--- config.mk ---
export PLATFORM = sky130hd
export DESIGN_NAME = smx_stack_cell
export DESIGN_NICKNAME = d
export VERILOG_FILES = /design/src/hdl/smx_pkg.sv /design/src/hdl/smx_stack_cell.sv
export SDC_FILE = /design/constraint.sdc
export NUM_CORES = 1
export LEC_CHECK = 0
export BUFFER_PORTS_ARGS = -buffer_cell sky130_fd_sc_hd__buf_2
export CAP_MARGIN = 20
export CORE_MARGIN = 2
export CORE_UTILIZATION = 42
export DETAILED_ROUTE_END_ITERATION = 8
export PLACE_DENSITY_LB_ADDON = 0.15
export SYNTH_ARGS = -nofsm -noshare
export SYNTH_HDL_FRONTEND = slang
export SYNTH_SLANG_ARGS = --single-unit
--- constraint.sdc ---
create_clock -name clk -period 1.6 [get_ports clk]
set_input_delay 0.16 -clock clk [delete_from_list [all_inputs] [get_ports clk]]
set_output_delay 0.16 -clock clk [all_outputs]
set_load 0.05 [all_outputs]
--- src/hdl/smx_pkg.sv ---
// Shared types, codes and constants of the stack machine executor.
// Used by the channel interfaces, the stack cells, the data memory and the top level.
package smx_pkg;

    // Default sizes of the storage.
    localparam int STACK_DEPTH_DEF = 128;
    localparam int DATA_WORDS_DEF  = 64;
    localparam int CODE_WORDS_DEF  = 1024;

    // Fixed field widths of the channels.
    localparam int WORD_W   = 32;
    localparam int OPCODE_W = 4;
    localparam int FETCH_W  = 10;
    localparam int ERR_W    = 3;

    // Instruction codes.
    typedef enum logic [OPCODE_W-1:0] {
        OP_HALT   = 4'd0,
        OP_PUSH   = 4'd1,
        OP_PRINT  = 4'd2,
        OP_STORE  = 4'd3,
        OP_LOAD   = 4'd4,
        OP_ADD    = 4'd5,
        OP_BRANCH = 4'd6,
        OP_BR_ONE = 4'd7,
        OP_LESS   = 4'd8
    } opcode_t;

    // Error codes reported with every result.
    typedef enum logic [ERR_W-1:0] {
        ERR_NONE      = 3'd0,
        ERR_OVERFLOW  = 3'd1,
        ERR_UNDERFLOW = 3'd2,
        ERR_DATA_ADDR = 3'd3,
        ERR_OPCODE    = 3'd4,
        ERR_BRANCH    = 3'd5
    } err_t;

    // What a stack cell loads in a cycle.
    typedef enum logic [1:0] {
        CELL_HOLD,
        CELL_LOAD_UP,
        CELL_LOAD_DOWN
    } cell_op_t;

    // Control for the row of stack cells: the head cell and all others.
    typedef struct packed {
        cell_op_t            head_op;
        cell_op_t            body_op;
        logic [WORD_W-1:0]   head_data;
    } stack_ctl_t;

    // Reduces a start address modulo the code size by restoring subtraction.
    // Eight steps cover a 10-bit address if the code size is four or more; unchecked.
    function automatic logic [15:0] start_mod(logic [FETCH_W-1:0] x, int unsigned words);
        logic [31:0] r;
        logic [31:0] m;
        r = 32'(x);
        for (int k = 7; k >= 0; k--)
        begin
            m = 32'(words) << k;
            if (r >= m)
            begin
                r = r - m;
            end
        end
        return 16'(r);
    endfunction

endpackage

--- src/hdl/smx_stack_cell.sv ---
// One entry of the operand stack, kept in a row of cells with the top in cell zero.
// Depends on smx_pkg for the cell operation type and the word width.
module smx_stack_cell
(
    input  logic                         clk,
    input  smx_pkg::cell_op_t            op,
    input  logic [smx_pkg::WORD_W-1:0]   from_up,
    input  logic [smx_pkg::WORD_W-1:0]   from_down,
    output logic [smx_pkg::WORD_W-1:0]   data
);

    logic [smx_pkg::WORD_W-1:0] data_reg;

    // A push takes the neighbor above, a pop takes the neighbor below.
    always_ff @(posedge clk)
    begin
        unique case (op)
            smx_pkg::CELL_HOLD:      data_reg <= data_reg;
            smx_pkg::CELL_LOAD_UP:   data_reg <= from_up;
            smx_pkg::CELL_LOAD_DOWN: data_reg <= from_down;
            default:                 data_reg <= data_reg;
        endcase
    end

    assign data = data_reg;

endmodule

**Word level (Yosys, flattened, before mapping)**

Cells that the tools add are included.

- Eq/ne operators: 2
- Multiplexer cells: 1
- Reductions and logical operators: 1

Operator list:

| kind | count |
|---|---|
| $pmux 32 s2 | 1 |
| $eq 2x1->1 const B | 1 |
| $eq 2x2->1 const B | 1 |
| $reduce_bool 2->1 | 1 |

- Bits in registers: 32
- Input port bits: 67
- Output and inout bits: 32
- Logic and storage cells: 5

**Longest topological paths before layout**

- Depth in word-level cells: 2
- Mapped depth: 5
- Mapped depth without buffers: 3

**Worst setup path before layout**

OpenSTA, ideal clock, no wires.

- Kind: input to register
- Start point: input op[0]
- End point: register data_reg, in the netlist data[0] (enable)
- Setup time: 0.387 ns
- Arrival time: 1.098 ns
- Data required time: 1.213 ns
- Path slack: 0.115 ns
- Stages: 3
- Path buffers: 0
- Cells stage by stage: inv_1 > ha_1 > inv_1

- Longest elaborated chain between the ends: 2

Ends and longest elaborated chain:

| item | line | source |
|---|---|---|
| start: declaration | smx_stack_cell.sv:6 | `input smx_pkg::cell_op_t op,` |
| $eq 2x2->1 or $eq 2x1->1 (tied branches) | smx_stack_cell.sv:17 | `unique case (op)` |
| $reduce_bool 2->1 (no source line) * | -- |  |
| end signal: assignment | smx_stack_cell.sv:18 | `smx_pkg::CELL_HOLD: data_reg <= data_reg;` |
| end signal: assignment | smx_stack_cell.sv:19 | `smx_pkg::CELL_LOAD_UP: data_reg <= from_up;` |
| end signal: assignment | smx_stack_cell.sv:20 | `smx_pkg::CELL_LOAD_DOWN: data_reg <= from_down;` |
| end: declaration | smx_stack_cell.sv:12 | `logic [smx_pkg::WORD_W-1:0] data_reg;` |

Mark *: on every way between the ends. The rest lies on a longest branch, timed or not.
A chain may end at the register's enable or synchronous reset.

**Worst setup path after layout**

- Start point: register data_reg, in the netlist data[31]
- End point: output data[31] in the netlist's numbering

RTL lines:

| item | line | source |
|---|---|---|
| end: declaration | smx_stack_cell.sv:9 | `output logic [smx_pkg::WORD_W-1:0] data` |

No word-level cell between the ends.

==> impl_table.tex <==
\begin{tabular}{lr}
\hline
Metric & Value \\
\hline
\multicolumn{2}{l}{\textbf{Outcome}} \\
\quad Outcome & completed \\
\multicolumn{2}{l}{\textbf{STA}} \\
\quad PnR worst setup slack & 0.506 ns \\
\quad Time the worst path needs with I/O delays and setup & 1.09 ns \\
\quad Accumulated negative setup slack & 0 ns \\
\quad Worst hold slack & 0.122 ns \\
\quad Final slew viol count & 0 \\
\quad Worst slew margin relative to its limit & 82.6\% \\
\quad Final setup viols & 0 \\
\quad Tcrit/Tclk final & 68.4\% \\
\quad RSZ-0062 raised after global routing & no \\
\quad Final hold violations & 0 \\
\quad Actual slew at the worst max-slew pin & 0.262 ns \\
\quad Highest clock frequency the design can meet & 0.914 GHz \\
\multicolumn{2}{l}{\textbf{Yosys}} \\
\quad Cell types with the highest counts after synthesis & 32 x edfxtp\_1, 30 x mux2\_4, 3 x buf\_12 \\
\quad Post-synthesis cell area & 1530 sq um \\
\quad Cell with the most instances after synthesis & edfxtp\_1 \\
\quad Largest area contributor in the netlist & edfxtp\_1 \\
\quad Number of enable flip-flop cells after synthesis & 32 \\
\quad Synth async-reset ratio & 0\% \\
\quad Synthesized area per cell & 21.5 sq um \\
\quad Most used flip-flop cell after synthesis & edfxtp\_1 \\
\quad Count of unique library cells instantiated by Yosys & 7 \\
\quad Yosys top cell area share & 63.0\% \\
\quad Count of mapped cells out of synthesis & 71 \\
\quad Part of the Yosys area used for sequential elements & 63.0\% \\
\quad Top cells by area in the synthesized netlist & edfxtp\_1 63\%, mux2\_4 30\%, buf\_12 3.9\%, mux2\_2 1.5\%, ha\_1 0.82\% \\
\quad Number of synthesis warnings & 0 \\
\quad Net count of the mapped netlist & 139 \\
\quad Number of storage elements in the synthesis netlist & 32 \\
\multicolumn{2}{l}{\textbf{Power and ir drop}} \\
\quad Design Power & 2.46 mW \\
\quad Largest voltage drop on the vdd net & 0.538 mV \\
\quad P per Cell Area & 1160 nW/um\^{}2 \\
\quad Leakage dissipation & 1.01 nW \\
\multicolumn{2}{l}{\textbf{Worst setup path}} \\
\quad Critical path arrival & 0.93 ns \\
\quad Category of cells accounting for the largest share of critical-path delay & flip-flops \\
\quad Data required time of the worst path & 1.44 ns \\
\quad CP bufs+invs & 1 \\
\quad Largest fanout on the critical path & 1 \\
\quad Max incr delay on CP & 0.39 ns \\
\quad Kind of end point of the critical path & output pin \\
\quad Critical path class & reg2out \\
\quad Critical Path Slowest Stage Cell & edfxtp\_1 \\
\quad Series of cell instances along the critical path & buf\_2 \\
\quad Startpoint type of the worst setup path & flop \\
\multicolumn{2}{l}{\textbf{Finish}} \\
\quad Multi-input gate area in the final layout & 488 sq um \\
\quad Final design utilization & 62.1\% \\
\quad Synthesis-to-finish area growth & 39.0\% \\
\quad Final Instance Area & 2120 sq um \\
\quad Inserted Diodes & 0 \\
\quad Layout cell share with drive strength beyond 1 & 79.4\% \\
\quad Number of non-filler instances in the completed layout & 221 \\
\quad Number of nets in the final layout & 242 \\
\quad Max FFs per register & 32 \\
\quad Area of all sequential standard cells & 961 sq um \\
\quad Fill cell total of the finished layout & 283 \\
\multicolumn{2}{l}{\textbf{Place}} \\
\quad Placer's final routability congestion estimate & 0.628 \\
\quad Worst slack, placed & 0.191 ns \\
\quad Post-detailed-placement cell area & 2040 sq um \\
\quad Placed insts & 213 \\
\quad Count of buffers from port buffering & 98 \\
\multicolumn{2}{l}{\textbf{Clocking}} \\
\quad CTS sink count & 32 \\
\quad Post-CTS setup buffers & 0 \\
\quad Number of H-tree branching levels & 2 \\
\quad Longest Clk Path Bufs & 2 \\
\quad CTS tree & yes \\
\quad Clock transition time at the flip-flop clock pins of the worst setup and hold paths & 0.10 ns \\
\quad Clock root buffer & clkbuf\_4 \\
\quad TritonCTS Buffers & 5 \\
\quad Cts hold-fix bufs & 0 \\
\quad Post-cts repair resize count & 0 \\
\multicolumn{2}{l}{\textbf{Floorplan}} \\
\quad Effective utilization at floorplan & 44.7\% \\
\quad Number of rows in the core area & 21 \\
\quad Core area & 3420 sq um \\
\quad IO Pins & 99 \\
\quad Vert. Die Dim & 64.3 um \\
\quad Area of the die & 4130 sq um \\
\quad Die width & 64.3 um \\
\multicolumn{2}{l}{\textbf{Global routing}} \\
\quad Antenna violations before repair & 0 \\
\quad Vias in the first global route & 967 \\
\quad Overall global routing resource usage & 14.2\% \\
\quad First-pass GRT wire length & 4.24 mm \\
\quad Grt ovf & 0 \\
\quad Largest net degree at the start of global routing & 33 \\
\multicolumn{2}{l}{\textbf{Detailed routing}} \\
\quad Remaining antenna violation count & 0 \\
\quad DRT iter0 DRCs & 31 \\
\quad Post-DR vias/cell & 4.42 \\
\quad DRC violations left & 0 \\
\quad Per-cell routed wire length & 12.6 um \\
\quad Routed via count & 976 \\
\quad Total wirelength of the detailed-routed design & 2.78 mm \\
\quad Pre-Repair DR Iteration Count & 2 \\
\multicolumn{2}{l}{\textbf{Min path}} \\
\quad HP Class & in2reg \\
\multicolumn{2}{l}{\textbf{Flow run}} \\
\quad Max-capacitance violation count & 0 \\
\hline
\end{tabular}
## cells in the final DEF, fill, tap and decap left out, drive strengths merged
master    n
edfxtp   32
clkbuf    5
buf     100
inv       2
bufinv    1
clkinv    2
ha        1
mux2     32
## kinds of logic after synthesis
group / Yosys count / share of synthesized area, %
mux: 32 / 31.0
flops: 32 / 63.0
buf+inv: 6 / 5.17
fa+ha+maj: 1 / 0.820
## power breakdown
part	leakage, nW	switching, mW	internal (mW)
registers	0.313	0.0263	1.06
logic	0.653	0.550	0.242
clock network	0.0403	0.262	0.319
total	1.01	0.838	1.62
## cell type report
cell class | instances | area share (%)
well taps | 46 | 2.72
inverters | 2 | 0.354
flip-flops and latches | 32 | 45.3
clock inverters | 3 | 1.77
clock buffers | 5 | 1.77
repair buffers | 100 | 25.0
multi-input cells | 33 | 23.0
## routing by layer
layer / GRT usage, % / part of all wire, %
met5: 0 / 0
met4: 4.79 / 1.4
met3: 8.80 / 12
met2: 25.5 / 53
met1: 12.8 / 33
## path summary, 6_finish.rpt
kind / startpoint / endpoint / slack (ns) / cells after the start
worst min-delay path: from_down[21] / data[21]$_DFFE_PP_ / 0.12 / 2
worst max-delay path: data[31]$_DFFE_PP_ / data[31] / 0.51 / 1
Power figures use the tool's default switching activity.
