[src/hdl/smx_pkg.sv]
// Shared types, codes and constants of the stack machine executor.
// Used by the channel interfaces, the stack cells, the data memory and the top level.
package smx_pkg;

    // Default sizes of the storage.
    localparam int STACK_DEPTH_DEF = 128;
    localparam int DATA_WORDS_DEF  = 64;
    localparam int CODE_WORDS_DEF  = 1024;

    // Fixed field widths of the channels.
    localparam int WORD_W   = 32;
    localparam int OPCODE_W = 4;
    localparam int FETCH_W  = 10;
    localparam int ERR_W    = 3;

    // Instruction codes.
    typedef enum logic [OPCODE_W-1:0] {
        OP_HALT   = 4'd0,
        OP_PUSH   = 4'd1,
        OP_PRINT  = 4'd2,
        OP_STORE  = 4'd3,
        OP_LOAD   = 4'd4,
        OP_ADD    = 4'd5,
        OP_BRANCH = 4'd6,
        OP_BR_ONE = 4'd7,
        OP_LESS   = 4'd8
    } opcode_t;

    // Error codes reported with every result.
    typedef enum logic [ERR_W-1:0] {
        ERR_NONE      = 3'd0,
        ERR_OVERFLOW  = 3'd1,
        ERR_UNDERFLOW = 3'd2,
        ERR_DATA_ADDR = 3'd3,
        ERR_OPCODE    = 3'd4,
        ERR_BRANCH    = 3'd5
    } err_t;

    // What a stack cell loads in a cycle.
    typedef enum logic [1:0] {
        CELL_HOLD,
        CELL_LOAD_UP,
        CELL_LOAD_DOWN
    } cell_op_t;

    // Control for the row of stack cells: the head cell and all others.
    typedef struct packed {
        cell_op_t            head_op;
        cell_op_t            body_op;
        logic [WORD_W-1:0]   head_data;
    } stack_ctl_t;

    // Reduces a start address modulo the code size by restoring subtraction.
    // Eight steps cover a 10-bit address if the code size is four or more; unchecked.
    function automatic logic [15:0] start_mod(logic [FETCH_W-1:0] x, int unsigned words);
        logic [31:0] r;
        logic [31:0] m;
        r = 32'(x);
        for (int k = 7; k >= 0; k--)
        begin
            m = 32'(words) << k;
            if (r >= m)
            begin
                r = r - m;
            end
        end
        return 16'(r);
    endfunction

endpackage

[src/hdl/smx_data_mem.sv]
// Data memory with one write port, one registered read port and a clearing pass.
// Depends on smx_pkg for the word width.
module smx_data_mem #(
    parameter int DATA_WORDS = smx_pkg::DATA_WORDS_DEF,
    parameter int ADDR_W     = 6
)
(
    input  logic                         clk,
    input  logic                         rst_n,
    input  logic                         rd_en,
    input  logic [ADDR_W-1:0]            rd_addr,
    output logic [smx_pkg::WORD_W-1:0]   rd_data,
    input  logic                         wr_en,
    input  logic [ADDR_W-1:0]            wr_addr,
    input  logic [smx_pkg::WORD_W-1:0]   wr_data,
    output logic                         busy
);

    logic [smx_pkg::WORD_W-1:0] mem [DATA_WORDS];
    logic [smx_pkg::WORD_W-1:0] rd_data_reg;
    logic [ADDR_W-1:0]          clr_reg;
    logic [ADDR_W-1:0]          clr_next;
    logic                       busy_reg;
    logic                       busy_next;

    // Clearing pass after reset: one word per cycle.
    always_comb
    begin
        clr_next  = clr_reg;
        busy_next = busy_reg;
        if (busy_reg)
        begin
            if (clr_reg == ADDR_W'(DATA_WORDS - 1))
            begin
                busy_next = 1'b0;
            end
            else
            begin
                clr_next = clr_reg + ADDR_W'(1);
            end
        end
    end

    always_ff @(posedge clk or negedge rst_n)
    begin
        if (!rst_n)
        begin
            clr_reg  <= '0;
            busy_reg <= 1'b1;
        end
        else
        begin
            clr_reg  <= clr_next;
            busy_reg <= busy_next;
        end
    end

    // Storage array and registered read.
    always_ff @(posedge clk)
    begin
        if (busy_reg)
        begin
            mem[clr_reg] <= '0;
        end
        else if (wr_en)
        begin
            mem[wr_addr] <= wr_data;
        end
        if (rd_en)
        begin
            rd_data_reg <= mem[rd_addr];
        end
    end

    assign rd_data = rd_data_reg;
    assign busy    = busy_reg;

endmodule
[config.mk]
export PLATFORM = sky130hd
export DESIGN_NAME = smx_data_mem
export DESIGN_NICKNAME = d
export VERILOG_FILES = /design/src/hdl/smx_pkg.sv /design/src/hdl/smx_data_mem.sv
export SDC_FILE = /design/constraint.sdc
export NUM_CORES = 2
export LEC_CHECK = 0
export BUFFER_PORTS_ARGS = -buffer_cell sky130_fd_sc_hd__buf_2
export CAP_MARGIN = 15
export CORE_MARGIN = 1.5
export CORE_UTILIZATION = 36
export CTS_CLUSTER_DIAMETER = 80
export DETAILED_ROUTE_END_ITERATION = 8
export GPL_TIMING_DRIVEN = 0
export PLACE_DENSITY = 0.55
export SLEW_MARGIN = 20
export SYNTH_ARGS = -nofsm -noshare
export SYNTH_HDL_FRONTEND = slang
export SYNTH_SLANG_ARGS = --single-unit
[constraint.sdc]
create_clock -name clk -period 4.3 [get_ports clk]
set_clock_uncertainty 0.15 [all_clocks]
set_input_delay 0.645 -clock clk [delete_from_list [all_inputs] [get_ports clk]]
set_output_delay 0.645 -clock clk [all_outputs]
set_load 0.05 [all_outputs]
* Word level (Yosys, flattened, before mapping)
Memories as Yosys holds them, arrays and structs flattened. A register that Yosys moved wholly into a read port is not among the register bits.
Cells that the tools add are included.
** Storage, ports and cells
- Bits in registers :: 7
- Latch bits :: 0
- Bits in writable memories :: 2048
- Bits in read-only memories :: 0
- Input bits :: 48
- Output and inout port bits :: 33
- Logic and storage cells :: 18
- Memories kept :: 1
** Operators by class
- $add $sub $neg :: 1
- Multiply operators :: 0
- Divide/modulo/power cells :: 0
- Order comparisons :: 0
- Eq/ne operators :: 1
- Shift operators :: 0
- Mux-type cells :: 10
- Bitwise gates (word level) :: 1
- Reduce and logical (&&, ||, !) cells :: 2
** Memories
- mem :: depth 64, width 32, rd ports 1, clocked after Yosys merged registers in 1, write ports 1, line smx_data_mem.sv:19 : logic [smx_pkg::WORD_W-1:0] mem [DATA_WORDS];
** Operator list (number)
- $mux 32 :: 1
- $reduce_or 32->1 :: 1
- $mux 1 :: 8
- $add 6x1->6 const B :: 1
- $eq 6x6->1 const B :: 1
- $mux 6 :: 1
- $reduce_and 2->1 :: 1
- $not 1->1 :: 1

* Longest topological paths before layout
- Depth in word-level cells :: 5
- Depth in mapped cells :: 10
- Mapped depth without buffers :: 6

* Least setup slack after synthesis
No wires, ideal clock.
- Kind :: input to register
- Start point :: in wr_en
- End point :: mem mem[0][0] (netlist bit) (enable)
- Setup time :: 421 ps
- Data arrival time :: 2991 ps
- Setup slack :: 738 ps
- Stages on the path :: 5
- Path buffers :: 1
- Cell sequence :: nor2b_1 -> clkbuf_1 -> mux2i_1 -> nand2_1 -> nor2_1
** On the way
- Word-level cells in the longest chain between the ends :: 5
- Elaborated cells on any way between the ends :: 6
- Classes of those cells :: mux (5); reduce/logical (1)
** Ends and longest elaborated chain
- from (decl) :: line smx_data_mem.sv:13 : input logic wr_en,
- $mux 1 * :: line smx_data_mem.sv:65 : else if (wr_en)
- $mux 1 * :: line smx_data_mem.sv:61 : if (busy_reg)
- $mux 1 (not written as such) * :: line smx_data_mem.sv:67 : mem[wr_addr] <= wr_data;
- $reduce_or 32->1 (no line)
- $mux 6 (no line) / $mux 1 (equally long branches)
- to (decl) :: line smx_data_mem.sv:19
Every way passes the cells marked *; elsewhere a longest branch is shown, timed or not.

==> results.md <==
* Status: finished, violations left
* Failing checks: setup timing
* Latest clock arrival within the worst-skew pair at approximately 860 ps
* Total grt overflow at 0
* Pleak at 0.03042 uW
* Global-route wire length before repair at ~340,000 um
* Depth of the worst hold-timing path at 2
* Ports at slightly above 80
* Final Setup Violations at 1
* Buffer count from post-CTS setup fixing at 0
* Met1 usage in global routing at a little under a third
* RR Startpoint: busy
* CP Cell Sequence: buf_2, clkbuf_1, nor2b_1, clkbuf_1, clkbuf_1, nand4_1, nand2_1, a21oi_1
* Hold_buf cts at 3
* Worst EP required at roughly 4700 ps
* Rows at about 170
* Most used cell, CP: clkbuf_1
* Final Util at 42.94%
* Sequential-to-total area share from yosys stat at approximately four fifths
* Number of global-route vias before repair at ~40,000
* Min-delay src: wr_data[4]
* Commonest non-fill, non-tap cell in the layout: edfxtp_1
* Unique masters post-synth at 47
* Peak supply drop at ~0.33 mV
* Total core area at about 220,000 um^2
* Final Max Tran Viols at 0
* Avg Vias per Cell at about 5.7
* Reg clk slew, reported paths at 60 ps
* Initial core utilization at approximately 36%
* Hold violation count in the final report at 0
* Synthesized flop and latch total at between 2,000 and 2,500
* Synth Warn # at 0
* Largest register FFs at 2,048
* Post-Syn Area per Cell at between 20 and 25 um^2
* Grt met3 use at under 10%
* Worst Hold Path EP: mem[20][4]
* Hold Crit Class: primary input to register
* Worst Path Max Fanout at 10
* CP Class: primary input to register
* Via count at 40,600
* Final nets at approximately 4,000
* WL final at between 200,000 and 250,000 um
* CTS resizes at 0
* IO buf count at slightly below 80
* Drt pass-1 iters at 5
* Crit share post-route at 100.4%
* Htree depth at 4
* FF-to-FF path depth at 7
* DRC errors left at 0
* EDFF count, synth at ~2,100
* Busiest grt layer: met2
* Pwr Density at ~450 nW/um^2
* Pin count of the biggest net entering global routing at 65
* Max Cap Viol at 0
* Worst flop-to-flop path endpoint: mem[18][4]
* Met2 Use GR at approximately a third
* Detailed Route Iter0 Violations at between 5,000 and 6,000
* Initial antenna violation count at 14
* Max frequency at 231.7 MHz
* Final Critical Period at between 4000 and 5000 ps
* GPL Wtd Cong at between 0.8 and 0.9
* Final setup margin at -15.30 ps
* Highest-delay cell along the critical path: clkbuf_1
* Total Power at about 43,000 uW
* Most frequent cells in the layout: 2,080 x edfxtp_1, 485 x mux4_2, 213 x clkbuf_16
* R2R setup slack at around 440 ps
* RSZ-0062 raised after global routing: no
* Antenna Violating Nets Remaining at 0
* Worst setup EP type: register
* Synth Cell Area at 79,730 um^2
* Fraction of layout cells with a size suffix above 1 at around 30%
* Die area at 224,300 um^2
* Rel. slew slack at 16.99%
* Layout area overhead at 18.45%
* Root buf cell: clkbuf_16
* CP Buf/Inv Count at 4
* Longest Clk Path Bufs at 3
* CTS tree: done
* Startpoint type of the worst setup path: primary input
* Die width at about 470 um
* Critical path's largest stage delay at around 940 ps
* FFs w/ async S/R, synth at 0.3354%
* Crit path DAT at about 4800 ps
* Syn_nets at approximately 3,600
* Least-Margin Pin Slew at about 1200 ps
* Die height at ~470 um
* HPWL Detailed at ~170,000 um
* Post-synthesis cell count at about 3,500
* Drt wl/cell at approximately 34 um
* CTS Sinks at around 2,100
* Largest delay share family, worst path: buffers and inverters
* CTS buffer count at roughly 210
* Synth Flop Type: edfxtp_1
* Total GRT Usage at roughly 22%
-- metrics by stage --
step                      hold WS, ps  instance area [um^2]  setup TNS [ps]  worst slack, ps  instances
after floorplan                 199.4                 79730               0            737.6       3549
after global placement          336.8                 83820        -7016630            -3091       6585
after detailed placement        341.2                 87810           -5560           -693.6       6742
after CTS                       23.72                 94410               0            180.5       7137
after global routing            54.79                 94420               0            116.0       7139
final                           61.27                 94440          -15.30           -15.30       7144
-- report_power, final --
group | internal, uW | switching, uW
sequential | 22500 | 19.4
clock | 9660 | 7920
combinational | 789 | 1640
total | 32900 | 9580
-- synth_stat cells (all sizes together), types with 6 or more instances --
library cell	instances	share of area, %
edfxtp	2080	78
clkbuf	58	0.27
a22oi	58	0.55
nor2b	14	0.11
dfrtp	6	0.19
o41ai	8	0.088
nor2	90	0.42
and2	42	0.33
nand3	61	0.38
nand2	113	0.54
o22a	8	0.088
a211oi	13	0.12
a21oi	16	0.10
mux2	13	0.18
mux4	485	14
o221ai	42	0.46
and3	9	0.071
buf	138	1.3
a31oi	15	0.12
mux2i	74	0.93
o22ai	66	0.52
o211a	12	0.15
nand2b	11	0.086
nor3	15	0.094
nand4	60	0.47
-- cell type report --
type,instances,area (um^2)
diodes,7,17.52
plain buffers,196,1250
clock buffers,269,5560
clock inverters,123,1013
fillers,18869,125500
inverters,3,11.26
multi-input cells,1263,16380
flip-flops and latches,2087,62640
well taps,2958,3701
repair buffers,238,3864
-- worst max-delay path by stage --
stage,startpoint,to,slack (ps),depth (start not counted)
global placement,wr_en,mem[10][24],-3090,7
floorplan,wr_en,mem[0][0],740,5
finish,rd_addr[5],rd_data[19],-20,8
detailed placement,rd_addr[5],rd_data[19],-690,8
global route,rd_addr[5],rd_data[19],120,8
CTS,rd_addr[5],rd_data[19],180,8
-- cells by family (layout without fill, tap and decap cells) --
| family | Yosys count | in the layout | synth area share, % |
|---|---|---|---|
| flops | 2087 | 2087 | 78.57 |
| mux | 572 | 572 | 14.81 |
| simple gates | 428 | 428 | 2.611 |
| compound gates | 257 | 257 | 2.373 |
| buf+inv | 199 | 829 | 1.566 |
| xor+xnor | 5 | 5 | 0.05493 |
| fa+ha+maj | 1 | 1 | 0.01569 |
| other cells | 0 | 7 | 0 |
-- metal layers --
layer | vias up | wire length (um)
met5 | - | 68
met3 | 340 | 20330
li1 | 16074 | -
met1 | 22206 | 100400
met4 | 12 | 8033
met2 | 1968 | 115800
Note: power is estimated with default switching activity, not from simulation.
